[src/design/pnes_pkg.sv]
// Shared types and constants for the pattern note event scheduler.
package pnes_pkg;

  localparam int unsigned MAX_EVENTS = 64;
  localparam logic [7:0] ANY_TARGET = 8'd255;

  typedef enum logic [1:0] {
    KIND_ON   = 2'd0,
    KIND_OFF  = 2'd1,
    KIND_DONE = 2'd2
  } kind_t;

  typedef enum logic [1:0] {
    REG_PATTERN_LEN = 2'd0,
    REG_SPT         = 2'd1,
    REG_NOTE_COUNT  = 2'd2
  } reg_idx_t;

  typedef enum logic [0:0] {
    REQ_NOTE_WRITE = 1'b0,
    REQ_BLOCK      = 1'b1
  } req_t;

  typedef enum logic [2:0] {
    ST_IDLE,
    ST_MOD,
    ST_SPAN,
    ST_CHECK,
    ST_MUL,
    ST_CLAMP,
    ST_FLUSH
  } state_t;

  typedef struct packed {
    logic [15:0] tick;
    logic [15:0] dur;
    logic [6:0]  pitch;
    logic [6:0]  vel;
    logic        muted;
    logic [7:0]  target;
  } note_t;

endpackage

[src/design/pnes_mod_unit.sv]
// Restoring remainder unit, one quotient bit per cycle.
module pnes_mod_unit import pnes_pkg::*; #(
  parameter int LW = 25
) (
  input  logic          clk,
  input  logic          rst_n,
  input  logic          go,
  input  logic [31:0]   dividend,
  input  logic [LW-1:0] divisor,
  output logic          done,
  output logic [LW-1:0] remainder
);

  logic [31:0]   dvd_r;
  logic [LW-1:0] div_r, rem_r;
  logic [5:0]    cnt_r;
  logic          run_r;
  logic [LW:0]   rem_sh;

  assign rem_sh = {rem_r, dvd_r[31]};

  always_ff @(posedge clk) begin
    if (!rst_n) begin
      run_r <= 1'b0;
      cnt_r <= '0;
      done  <= 1'b0;
    end else begin
      done <= 1'b0;
      if (go) begin
        run_r <= 1'b1;
        cnt_r <= '0;
        dvd_r <= dividend;
        div_r <= divisor;
        rem_r <= '0;
      end else if (run_r) begin
        dvd_r <= {dvd_r[30:0], 1'b0};
        if (rem_sh >= {1'b0, div_r}) rem_r <= LW'(rem_sh - {1'b0, div_r});
        else rem_r <= LW'(rem_sh);
        cnt_r <= cnt_r + 6'd1;
        if (cnt_r == 6'd31) begin
          run_r <= 1'b0;
          done  <= 1'b1;
        end
      end
    end
  end

  assign remainder = rem_r;

endmodule

[src/design/pnes_note_table.sv]
// Note table memory, one write and one registered read port.
module pnes_note_table import pnes_pkg::*; #(
  parameter int NOTES = 16,
  parameter int KW    = 4
) (
  input  logic          clk,
  input  logic          we,
  input  logic [KW-1:0] waddr,
  input  note_t         wdata,
  input  logic [KW-1:0] raddr,
  output note_t         rdata
);

  note_t mem [NOTES];

  always_ff @(posedge clk) begin
    if (we) mem[waddr] <= wdata;
    rdata <= mem[raddr];
  end

endmodule

[src/design/pnes_offset_unit.sv]
// Sample offset: registered delta times rate product, then clamp to the block.
module pnes_offset_unit import pnes_pkg::*; #(
  parameter int TFB = 8,
  parameter int FW  = 13
) (
  input  logic          clk,
  input  logic [31:0]   delta,
  input  logic [31:0]   spt,
  input  logic [FW-1:0] frames,
  output logic [11:0]   offset
);

  localparam int SW = 64 - TFB - 16;

  logic [63:0]   prod_r;
  logic [SW-1:0] s;
  logic [FW-1:0] fmax;

  always_ff @(posedge clk) prod_r <= delta * spt;

  always_comb begin
    s    = prod_r[63:TFB+16];
    fmax = frames - FW'(1);
    if (s > SW'(fmax)) offset = fmax[11:0];
    else offset = s[11:0];
  end

endmodule

[src/design/pattern_note_event_scheduler_unit.sv]
// Top level of the pattern note event scheduler.
// A block request first runs the remainder iteration, then walks the note
// table once per span (at most two spans): a setup state, one check per note
// edge (two per note), plus the shared multiply and clamp states for each
// event emitted, then a flush state; a request that has nothing to emit up
// front goes straight to the flush state. busy stays high for the whole
// request. Results appear on out_valid for one cycle each and cannot be
// stalled; out_last marks the final one, which shows in the same cycle that
// busy drops.
module pattern_note_event_scheduler_unit import pnes_pkg::*; #(
  parameter int NOTES          = 16,
  parameter int TICK_FRAC_BITS = 8,
  parameter int MAX_FRAMES     = 4096
) (
  input  logic        clk,
  input  logic        rst_n,
  input  logic        start,
  output logic        busy,
  input  logic        in_req_type,
  input  logic [3:0]  in_note_index,
  input  logic [15:0] in_note_tick,
  input  logic [15:0] in_note_duration,
  input  logic [6:0]  in_note_number,
  input  logic [6:0]  in_note_velocity,
  input  logic        in_note_muted,
  input  logic [7:0]  in_note_target,
  input  logic [31:0] in_tick_start,
  input  logic [31:0] in_tick_end,
  input  logic [7:0]  in_channel_id,
  input  logic [12:0] in_block_frames,
  output logic        out_valid,
  output logic [1:0]  out_event_kind,
  output logic [6:0]  out_event_note,
  output logic [6:0]  out_event_velocity,
  output logic [11:0] out_sample_offset,
  output logic        out_last,
  input  logic        psel,
  input  logic        penable,
  input  logic        pwrite,
  input  logic [3:0]  paddr,
  input  logic [31:0] pwdata,
  output logic [31:0] prdata,
  output logic        pready
);

  localparam int KW  = (NOTES > 1) ? $clog2(NOTES) : 1;
  localparam int CW  = $clog2(NOTES + 1);
  localparam int LW  = 17 + TICK_FRAC_BITS;
  localparam int PW  = (LW > 32) ? LW : 32;
  localparam int MFW = $clog2(MAX_FRAMES + 1);
  localparam int FW  = (MFW > 13) ? MFW : 13;

  logic [15:0] plen_r;
  logic [31:0] spt_r;
  logic [4:0]  ncount_r;

  state_t state_r, state_nxt;

  logic [31:0]   remaining_r, remaining_nxt;
  logic [PW-1:0] pos_r, pos_nxt, base_r, base_nxt;
  logic [PW-1:0] span_r, span_nxt, spanend_r, spanend_nxt;
  logic [7:0]    chan_r;
  logic [FW-1:0] frames_r;
  logic [CW-1:0] count_r;
  logic [CW-1:0] k_r, k_nxt;
  logic          ph_r, ph_nxt, sp_r, sp_nxt;
  logic [6:0]    evcnt_r, evcnt_nxt;
  logic [31:0]   delta_r, delta_nxt;
  logic [1:0]    ckind_r, ckind_nxt;
  logic [6:0]    cpitch_r, cpitch_nxt, cvel_r, cvel_nxt;
  logic          have_r, have_nxt;
  logic [1:0]    hkind_r, hkind_nxt;
  logic [6:0]    hpitch_r, hpitch_nxt, hvel_r, hvel_nxt;
  logic [11:0]   hoff_r, hoff_nxt;
  logic          ov_nxt, olast_nxt;
  logic [1:0]    okind_nxt;
  logic [6:0]    onote_nxt, ovel_nxt;
  logic [11:0]   ooff_nxt;

  logic          accept, cfg_we, mod_go, mod_done, tbl_we;
  logic [LW-1:0] lenq, mod_rem;
  logic [PW-1:0] lenq_p, avail, on_pos, off_pos, val, span_c;
  logic [31:0]   rem_after;
  logic [FW-1:0] frames_in;
  logic [CW-1:0] count_in;
  logic          elig, hit, last_edge, empty_req;
  logic [11:0]   offset;
  note_t         wnote, rnote;

  assign pready = 1'b1;
  assign busy   = (state_r != ST_IDLE);
  assign accept = start && !busy;
  assign cfg_we = psel && penable && pwrite && pready;
  assign tbl_we = accept && (in_req_type == REQ_NOTE_WRITE) &&
                  (32'(in_note_index) < 32'(NOTES));
  assign lenq   = LW'(plen_r) << TICK_FRAC_BITS;
  assign lenq_p = PW'(lenq);

  always_ff @(posedge clk) begin
    if (!rst_n) begin
      plen_r   <= 16'd384;
      spt_r    <= 32'd65536;
      ncount_r <= 5'd0;
    end else if (cfg_we) begin
      case (reg_idx_t'(paddr[3:2]))
        REG_PATTERN_LEN: plen_r   <= pwdata[15:0];
        REG_SPT:         spt_r    <= pwdata;
        REG_NOTE_COUNT:  ncount_r <= pwdata[4:0];
        default: ;
      endcase
    end
  end

  always_comb begin
    case (reg_idx_t'(paddr[3:2]))
      REG_PATTERN_LEN: prdata = {16'd0, plen_r};
      REG_SPT:         prdata = spt_r;
      REG_NOTE_COUNT:  prdata = {27'd0, ncount_r};
      default:         prdata = 32'd0;
    endcase
  end

  assign wnote = '{tick: in_note_tick, dur: in_note_duration, pitch: in_note_number,
                   vel: in_note_velocity, muted: in_note_muted, target: in_note_target};

  pnes_note_table #(.NOTES(NOTES), .KW(KW)) u_table (
    .clk   (clk),
    .we    (tbl_we),
    .waddr (KW'(in_note_index)),
    .wdata (wnote),
    .raddr (k_nxt[KW-1:0]),
    .rdata (rnote)
  );

  pnes_mod_unit #(.LW(LW)) u_mod (
    .clk       (clk),
    .rst_n     (rst_n),
    .go        (mod_go),
    .dividend  (in_tick_start),
    .divisor   (lenq),
    .done      (mod_done),
    .remainder (mod_rem)
  );

  pnes_offset_unit #(.TFB(TICK_FRAC_BITS), .FW(FW)) u_off (
    .clk    (clk),
    .delta  (delta_r),
    .spt    (spt_r),
    .frames (frames_r),
    .offset (offset)
  );

  always_comb begin
    frames_in = (32'(in_block_frames) > 32'(MAX_FRAMES)) ? FW'(MAX_FRAMES)
                                                         : FW'(in_block_frames);
    count_in  = (32'(ncount_r) > 32'(NOTES)) ? CW'(NOTES) : CW'(ncount_r);
    empty_req = (plen_r == 16'd0) || (spt_r == 32'd0) || (frames_in == '0) ||
                (count_in == '0) || (in_tick_end <= in_tick_start);
    avail     = lenq_p - pos_r;
    span_c    = (PW'(remaining_r) < avail) ? PW'(remaining_r) : avail;
    rem_after = remaining_r - span_r[31:0];
    on_pos    = PW'(rnote.tick) << TICK_FRAC_BITS;
    off_pos   = PW'({1'b0, rnote.tick} + {1'b0, rnote.dur}) << TICK_FRAC_BITS;
    val       = ph_r ? off_pos : on_pos;
    elig      = !rnote.muted && (rnote.target == ANY_TARGET || rnote.target == chan_r);
    hit       = elig && (val >= pos_r) && (val < spanend_r) &&
                (32'(evcnt_r) < MAX_EVENTS);
    last_edge = ph_r && (k_r == count_r - CW'(1));
  end

  always_comb begin
    state_nxt     = state_r;
    remaining_nxt = remaining_r;
    pos_nxt       = pos_r;
    base_nxt      = base_r;
    span_nxt      = span_r;
    spanend_nxt   = spanend_r;
    k_nxt         = k_r;
    ph_nxt        = ph_r;
    sp_nxt        = sp_r;
    evcnt_nxt     = evcnt_r;
    delta_nxt     = delta_r;
    ckind_nxt     = ckind_r;
    cpitch_nxt    = cpitch_r;
    cvel_nxt      = cvel_r;
    have_nxt      = have_r;
    hkind_nxt     = hkind_r;
    hpitch_nxt    = hpitch_r;
    hvel_nxt      = hvel_r;
    hoff_nxt      = hoff_r;
    ov_nxt        = 1'b0;
    olast_nxt     = 1'b0;
    okind_nxt     = hkind_r;
    onote_nxt     = hpitch_r;
    ovel_nxt      = hvel_r;
    ooff_nxt      = hoff_r;
    mod_go        = 1'b0;
    case (state_r)
      ST_IDLE: begin
        if (accept && in_req_type == REQ_BLOCK) begin
          have_nxt      = 1'b0;
          evcnt_nxt     = '0;
          sp_nxt        = 1'b0;
          base_nxt      = '0;
          remaining_nxt = in_tick_end - in_tick_start;
          if (empty_req) begin
            state_nxt = ST_FLUSH;
          end else begin
            mod_go    = 1'b1;
            state_nxt = ST_MOD;
          end
        end
      end
      ST_MOD: begin
        if (mod_done) begin
          pos_nxt   = PW'(mod_rem);
          state_nxt = ST_SPAN;
        end
      end
      ST_SPAN: begin
        span_nxt    = span_c;
        spanend_nxt = pos_r + span_c;
        k_nxt       = '0;
        ph_nxt      = 1'b0;
        state_nxt   = ST_CHECK;
      end
      ST_CHECK, ST_CLAMP: begin
        if (state_r == ST_CHECK && hit) begin
          delta_nxt  = 32'(base_r + (val - pos_r));
          ckind_nxt  = ph_r ? KIND_OFF : KIND_ON;
          cpitch_nxt = rnote.pitch;
          cvel_nxt   = ph_r ? 7'd0 : rnote.vel;
          state_nxt  = ST_MUL;
        end else begin
          if (state_r == ST_CLAMP) begin
            if (have_r) ov_nxt = 1'b1;
            have_nxt   = 1'b1;
            hkind_nxt  = ckind_r;
            hpitch_nxt = cpitch_r;
            hvel_nxt   = cvel_r;
            hoff_nxt   = offset;
            evcnt_nxt  = evcnt_r + 7'd1;
          end
          state_nxt = ST_CHECK;
          if (!ph_r) begin
            ph_nxt = 1'b1;
          end else begin
            ph_nxt = 1'b0;
            k_nxt  = k_r + CW'(1);
          end
          if (last_edge) begin
            k_nxt         = '0;
            base_nxt      = base_r + span_r;
            remaining_nxt = rem_after;
            pos_nxt       = '0;
            sp_nxt        = 1'b1;
            if (!sp_r && rem_after != 32'd0) state_nxt = ST_SPAN;
            else state_nxt = ST_FLUSH;
          end
        end
      end
      ST_MUL: begin
        state_nxt = ST_CLAMP;
      end
      ST_FLUSH: begin
        ov_nxt    = 1'b1;
        olast_nxt = 1'b1;
        if (!have_r) begin
          okind_nxt = KIND_DONE;
          onote_nxt = '0;
          ovel_nxt  = '0;
          ooff_nxt  = '0;
        end
        state_nxt = ST_IDLE;
      end
      default: state_nxt = ST_IDLE;
    endcase
  end

  always_ff @(posedge clk) begin
    if (!rst_n) begin
      state_r   <= ST_IDLE;
      out_valid <= 1'b0;
      have_r    <= 1'b0;
      k_r       <= '0;
      ph_r      <= 1'b0;
      sp_r      <= 1'b0;
      evcnt_r   <= '0;
    end else begin
      state_r   <= state_nxt;
      out_valid <= ov_nxt;
      have_r    <= have_nxt;
      k_r       <= k_nxt;
      ph_r      <= ph_nxt;
      sp_r      <= sp_nxt;
      evcnt_r   <= evcnt_nxt;
    end
  end

  always_ff @(posedge clk) begin
    remaining_r <= remaining_nxt;
    pos_r       <= pos_nxt;
    base_r      <= base_nxt;
    span_r      <= span_nxt;
    spanend_r   <= spanend_nxt;
    delta_r     <= delta_nxt;
    ckind_r     <= ckind_nxt;
    cpitch_r    <= cpitch_nxt;
    cvel_r      <= cvel_nxt;
    hkind_r     <= hkind_nxt;
    hpitch_r    <= hpitch_nxt;
    hvel_r      <= hvel_nxt;
    hoff_r      <= hoff_nxt;
    out_last           <= olast_nxt;
    out_event_kind     <= okind_nxt;
    out_event_note     <= onote_nxt;
    out_event_velocity <= ovel_nxt;
    out_sample_offset  <= ooff_nxt;
    if (accept && in_req_type == REQ_BLOCK) begin
      chan_r   <= in_channel_id;
      frames_r <= frames_in;
      count_r  <= count_in;
    end
  end

endmodule

[config.mk]
export PLATFORM = sky130hd
export DESIGN_NAME = pattern_note_event_scheduler_unit
export DESIGN_NICKNAME = d
export VERILOG_FILES = /design/src/design/pnes_pkg.sv /design/src/design/pnes_mod_unit.sv /design/src/design/pnes_note_table.sv /design/src/design/pnes_offset_unit.sv /design/src/design/pattern_note_event_scheduler_unit.sv
export SDC_FILE = /design/constraint.sdc
export NUM_CORES = 2
export LEC_CHECK = 0
export BUFFER_PORTS_ARGS = -buffer_cell sky130_fd_sc_hd__buf_2
export CAP_MARGIN = 20
export CORE_ASPECT_RATIO = 0.5
export CORE_MARGIN = 4
export CORE_UTILIZATION = 64
export CTS_CLUSTER_DIAMETER = 100
export DETAILED_ROUTE_END_ITERATION = 12
export PLACE_DENSITY = 0.81
export SYNTH_ARGS = -nofsm -noshare
export SYNTH_HDL_FRONTEND = slang
export SYNTH_SLANG_ARGS = --single-unit
[constraint.sdc]
create_clock -name clk -period 8.48 [get_ports clk]
set_input_delay 0.424 -clock clk [delete_from_list [all_inputs] [get_ports clk]]
set_output_delay 0.424 -clock clk [all_outputs]
set_load 0.02 [all_outputs]
==> run_results.csv <==
group,metric,value,unit
logic_synthesis,syn_inst,8835,
logic_synthesis,synth-edff-count,1206,
floorplan,die_w,559.8,um
power_and_ir_drop,power_frac_comb,0.264,
floorplan,die_h,283.9,um
timing,setup_viol,0,
grt,busiest_layer,"met2",
clock_network,clock-sinks,1410,
drt,vias,68260,
critical_path,path_max_fanout,31,
floorplan,dieArea,158900,um^2
critical_path,cp-end-kind,"flip-flop",
logic_synthesis,synthDistinctLibCells,88,
timing,final.setup.tns,0,ns
clock_network,path_clk_slew,0.08,ns
critical_path,slowest_stage,"fa_1",
logic_synthesis,synthFlopType,"edfxtp_1",
drt,viasPerCell,6.076,
logic_synthesis,synth_mux_area_frac,0.02986,
timing,finalCriticalPeriod,8.128,ns
timing,worst_slack,0.3524,ns
logic_synthesis,synthTopCellsByCount,"edfxtp_1, nand2_1, inv_1",
logic_synthesis,ys_seq_elements,1410,
drt,wirelength,255.1,mm
logic_synthesis,synth_top_family_by_area,"adder cells",
clock_network,h-tree-depth,3,
grt,grt.met2_usage,0.5164,
timing,fin_skew,0.07797,ns
grt,grt_util_met1,0.4265,
grt,grt_use_total,0.3195,
power_and_ir_drop,seqPwrFrac,0.436,
critical_path,rr_worst_depth,29,
placed_design,dp_hpwl,177.3,mm
finish,layout-drive-gt1-share,0.08936,
placed_design,dp_slack,0.2926,ns
timing,rsz0062_at_grt,"no",
logic_synthesis,synth_top_area_frac,0.3717,
timing,fin_crit_sh,0.9584,
floorplan,initial_utilization,0.6495,
logic_synthesis,avgSynthCellArea,11.03,um^2
finish,areaGrowthSynthToFinish,9.982,%
critical_path,crit_path_start_kind,"flip-flop",
drt,firstDrtPassIters,6,
grt,grt_max_degree,137,
grt,antenna_found_initial,18,
drt,drcViolationCount,0,
power_and_ir_drop,ir_drop,0.1966,mV
floorplan,io_pins,251,
logic_synthesis,synthAdderAreaFrac,0.2593,
placed_design,gp_congestion,0.9554,
placed_design,portBuffers,247,
min_path,hp-class,"in -> reg",
clock_network,cts_tree,"done",
logic_synthesis,synthTopCellsByArea,"edfxtp_1, fa_1, ha_1",
logic_synthesis,yosysTopAreaCell,"edfxtp_1",
power_and_ir_drop,power.internal,13.36,mW
clock_network,clock_tree.root_cell,"clkbuf_16",
finish,fin_cells,11230,
critical_path,arrival,8.78,ns
clock_network,cts_buffers,119,
timing,finalMaxSlewViolations,0,
logic_synthesis,synth_seq_area_share,0.4136,
logic_synthesis,async_flop_share,0,
logic_synthesis,synth-warning-count,0,
critical_path,worstSetupPathType,"reg -> reg",
timing,tightestPinTransition,1.187,ns
critical_path,worst_path_most_repeated_cell,"fa_1",
grt,grt_pass1_vias,69350,
logic_synthesis,syn_area,97440,um^2
logic_synthesis,syn_nets,10490,
power_and_ir_drop,p_per_area,181.3,nW/um^2
critical_path,rrSetupSlack,0.35,ns
timing,max_slew_margin,0.2088,
critical_path,worst_ep_required_time,9.13,ns
logic_synthesis,synth_simple_gate_area_frac,0.1412,
power_and_ir_drop,p_clk_frac,0.299,
placed_design,place_inst,10880,
power_and_ir_drop,power_switching,6.079,mW
finish,fin_util,0.7143,
grt,grt_pass1_wl,395.0,mm
power_and_ir_drop,total_power,19.43,mW
logic_synthesis,synth_compound_area_frac,0.07489,
finish,fin_nets,10780,
drt,antenna_left,0,
grt,grt_use_met3,0.06558,
logic_synthesis,synthXorXnorAreaFrac,0.02138,
power_and_ir_drop,leakagePower,45.91,nW
drt,post_drt_wl_per_cell,22.70,um
run_status,status,"finished clean",
clock_network,clk_latency,0.78,ns
min_path,min_path_cells,1,
flow_run,maxCapViolCount,0,
timing,max_freq,0.1230,GHz
clock_network,clk_path_buf_depth,3,
floorplan,num_rows,100,
power_and_ir_drop,p_sw_frac,0.3128,
logic_synthesis,yosysMostFrequentCell,"edfxtp_1",
floorplan,core_area,150000,um^2
timing,hold_viol_final,0,
critical_path,slowest_delay,0.55,ns
grt,globalRouteOverflowTotal,0,
drt,drt-initial-drc-count,6784,
[registers in the layout (all words and copies together) (netlist names), 32 cells and up]
| signal | count |
|---|---|
| remaining_r | 32 |
| u_table.rdata | 55 |
| u_table.mem | 880 |
| u_mod.dvd_r | 32 |
| spt_r | 32 |
| span_r | 32 |
| u_off.prod_r | 40 |
| base_r | 32 |
| spanend_r | 32 |
| delta_r | 32 |
[power groups by stage]
stage               sequential (mW)  combinational [mW]  clock, mW
floorplan                      8.46                3.55          0
global placement               8.60                4.82          0
detailed placement             8.61                4.94          0
CTS                            8.47                5.05       5.86
global route                   8.50                5.65       6.16
finish                         8.48                5.14       5.81
[cell usage in the layout (no fill, tap or decap), types with 17 or more instances in the layout]
master / n
edfxtp_1: 1206
clkbuf_16: 121
or3_1: 33
nor3_1: 58
o2111a_1: 54
a21oi_1: 300
mux2i_1: 213
a221oi_1: 59
o31ai_1: 17
xor2_1: 78
o21ai_0: 184
o21a_1: 40
o211ai_1: 22
and3_1: 88
nand3_1: 176
nand2b_1: 44
buf_12: 23
buf_2: 247
buf_4: 221
a21o_1: 98
and2_1: 694
inv_1: 1105
nor2_1: 267
a31oi_1: 77
o21bai_1: 27
ha_1: 549
nor2b_1: 87
clkinv_2: 22
mux2_2: 69
fa_1: 919
clkbuf_1: 29
nand2_1: 1190
nand4_1: 53
xnor2_1: 158
a211oi_1: 86
dfxtp_1: 204
dlygate4sd3_1: 103
nor4_1: 39
[metrics by stage]
step / hold WS, ns / cell area [um^2]
floorplan: 0.3855 / 97440
global placement: 0.4048 / 101800
detailed placement: 0.4045 / 101800
CTS: 0.001504 / 107000
global route: 0.02770 / 107100
finish: 0.04623 / 107200
[area by class of cell]
cell class / instances / area [um^2]
Clock buffer: 162 / 3302
Clock inverter: 64 / 845.8
Timing Repair Buffer: 597 / 4453
Tap cell: 1989 / 2489
Fill cell: 10110 / 42860
Sequential cell: 1410 / 40300
Antenna cell: 13 / 32.53
Inverter: 1107 / 4155
Multi-Input combinational cell: 5892 / 51590
[kinds of logic (layout without fill, tap and decap cells)]
group,after synthesis,after routing
AOI/OAI and AO/OA,1087,1087
other,1,14
adders and majority gates,1468,1468
buffers and inverters,1533,1930
muxes,282,282
xor gates and xnor gates,237,237
and+or+nand+nor,2817,2817
DFF,1410,1410
[final timing paths]
| kind | start | endpoint |
|---|---|---|
| max | delta_r[10] | u_off.prod_r[62] |
| min | in_note_duration[9] | u_table.mem[9][32] |
| max reg2reg | delta_r[10] | u_off.prod_r[62] |
| min reg2reg | ckind_r[0] | hkind_r[0] |
[timing repair]
item | CTS | global route
hold buffers | 103 | 0
setup endpoints to repair | 0 | 11
hold endpoints to repair | 798 | 0
buffers inserted | 0 | 9
gates resized for setup | 0 | 6
[worst max-delay path: cells and delay by family (launching register included)]
family,cells,cell delay (ns)
xor gates and xnor gates,1,0.15
DFF,1,0.39
and+or+nand+nor,2,0.45
AOI/OAI and AO/OA,9,1.71
adders and majority gates,9,4.19
buffers and inverters,8,1.13
[layer usage]
| metal | vias up | wire length [um] |
|---|---|---|
| li1 | 30250 | - |
| met4 | 10 | 11040 |
| met5 | - | 62 |
| met1 | 33790 | 97340 |
| met3 | 628 | 26370 |
| met2 | 3585 | 120200 |
Note: power is estimated with default switching activity, not from simulation.
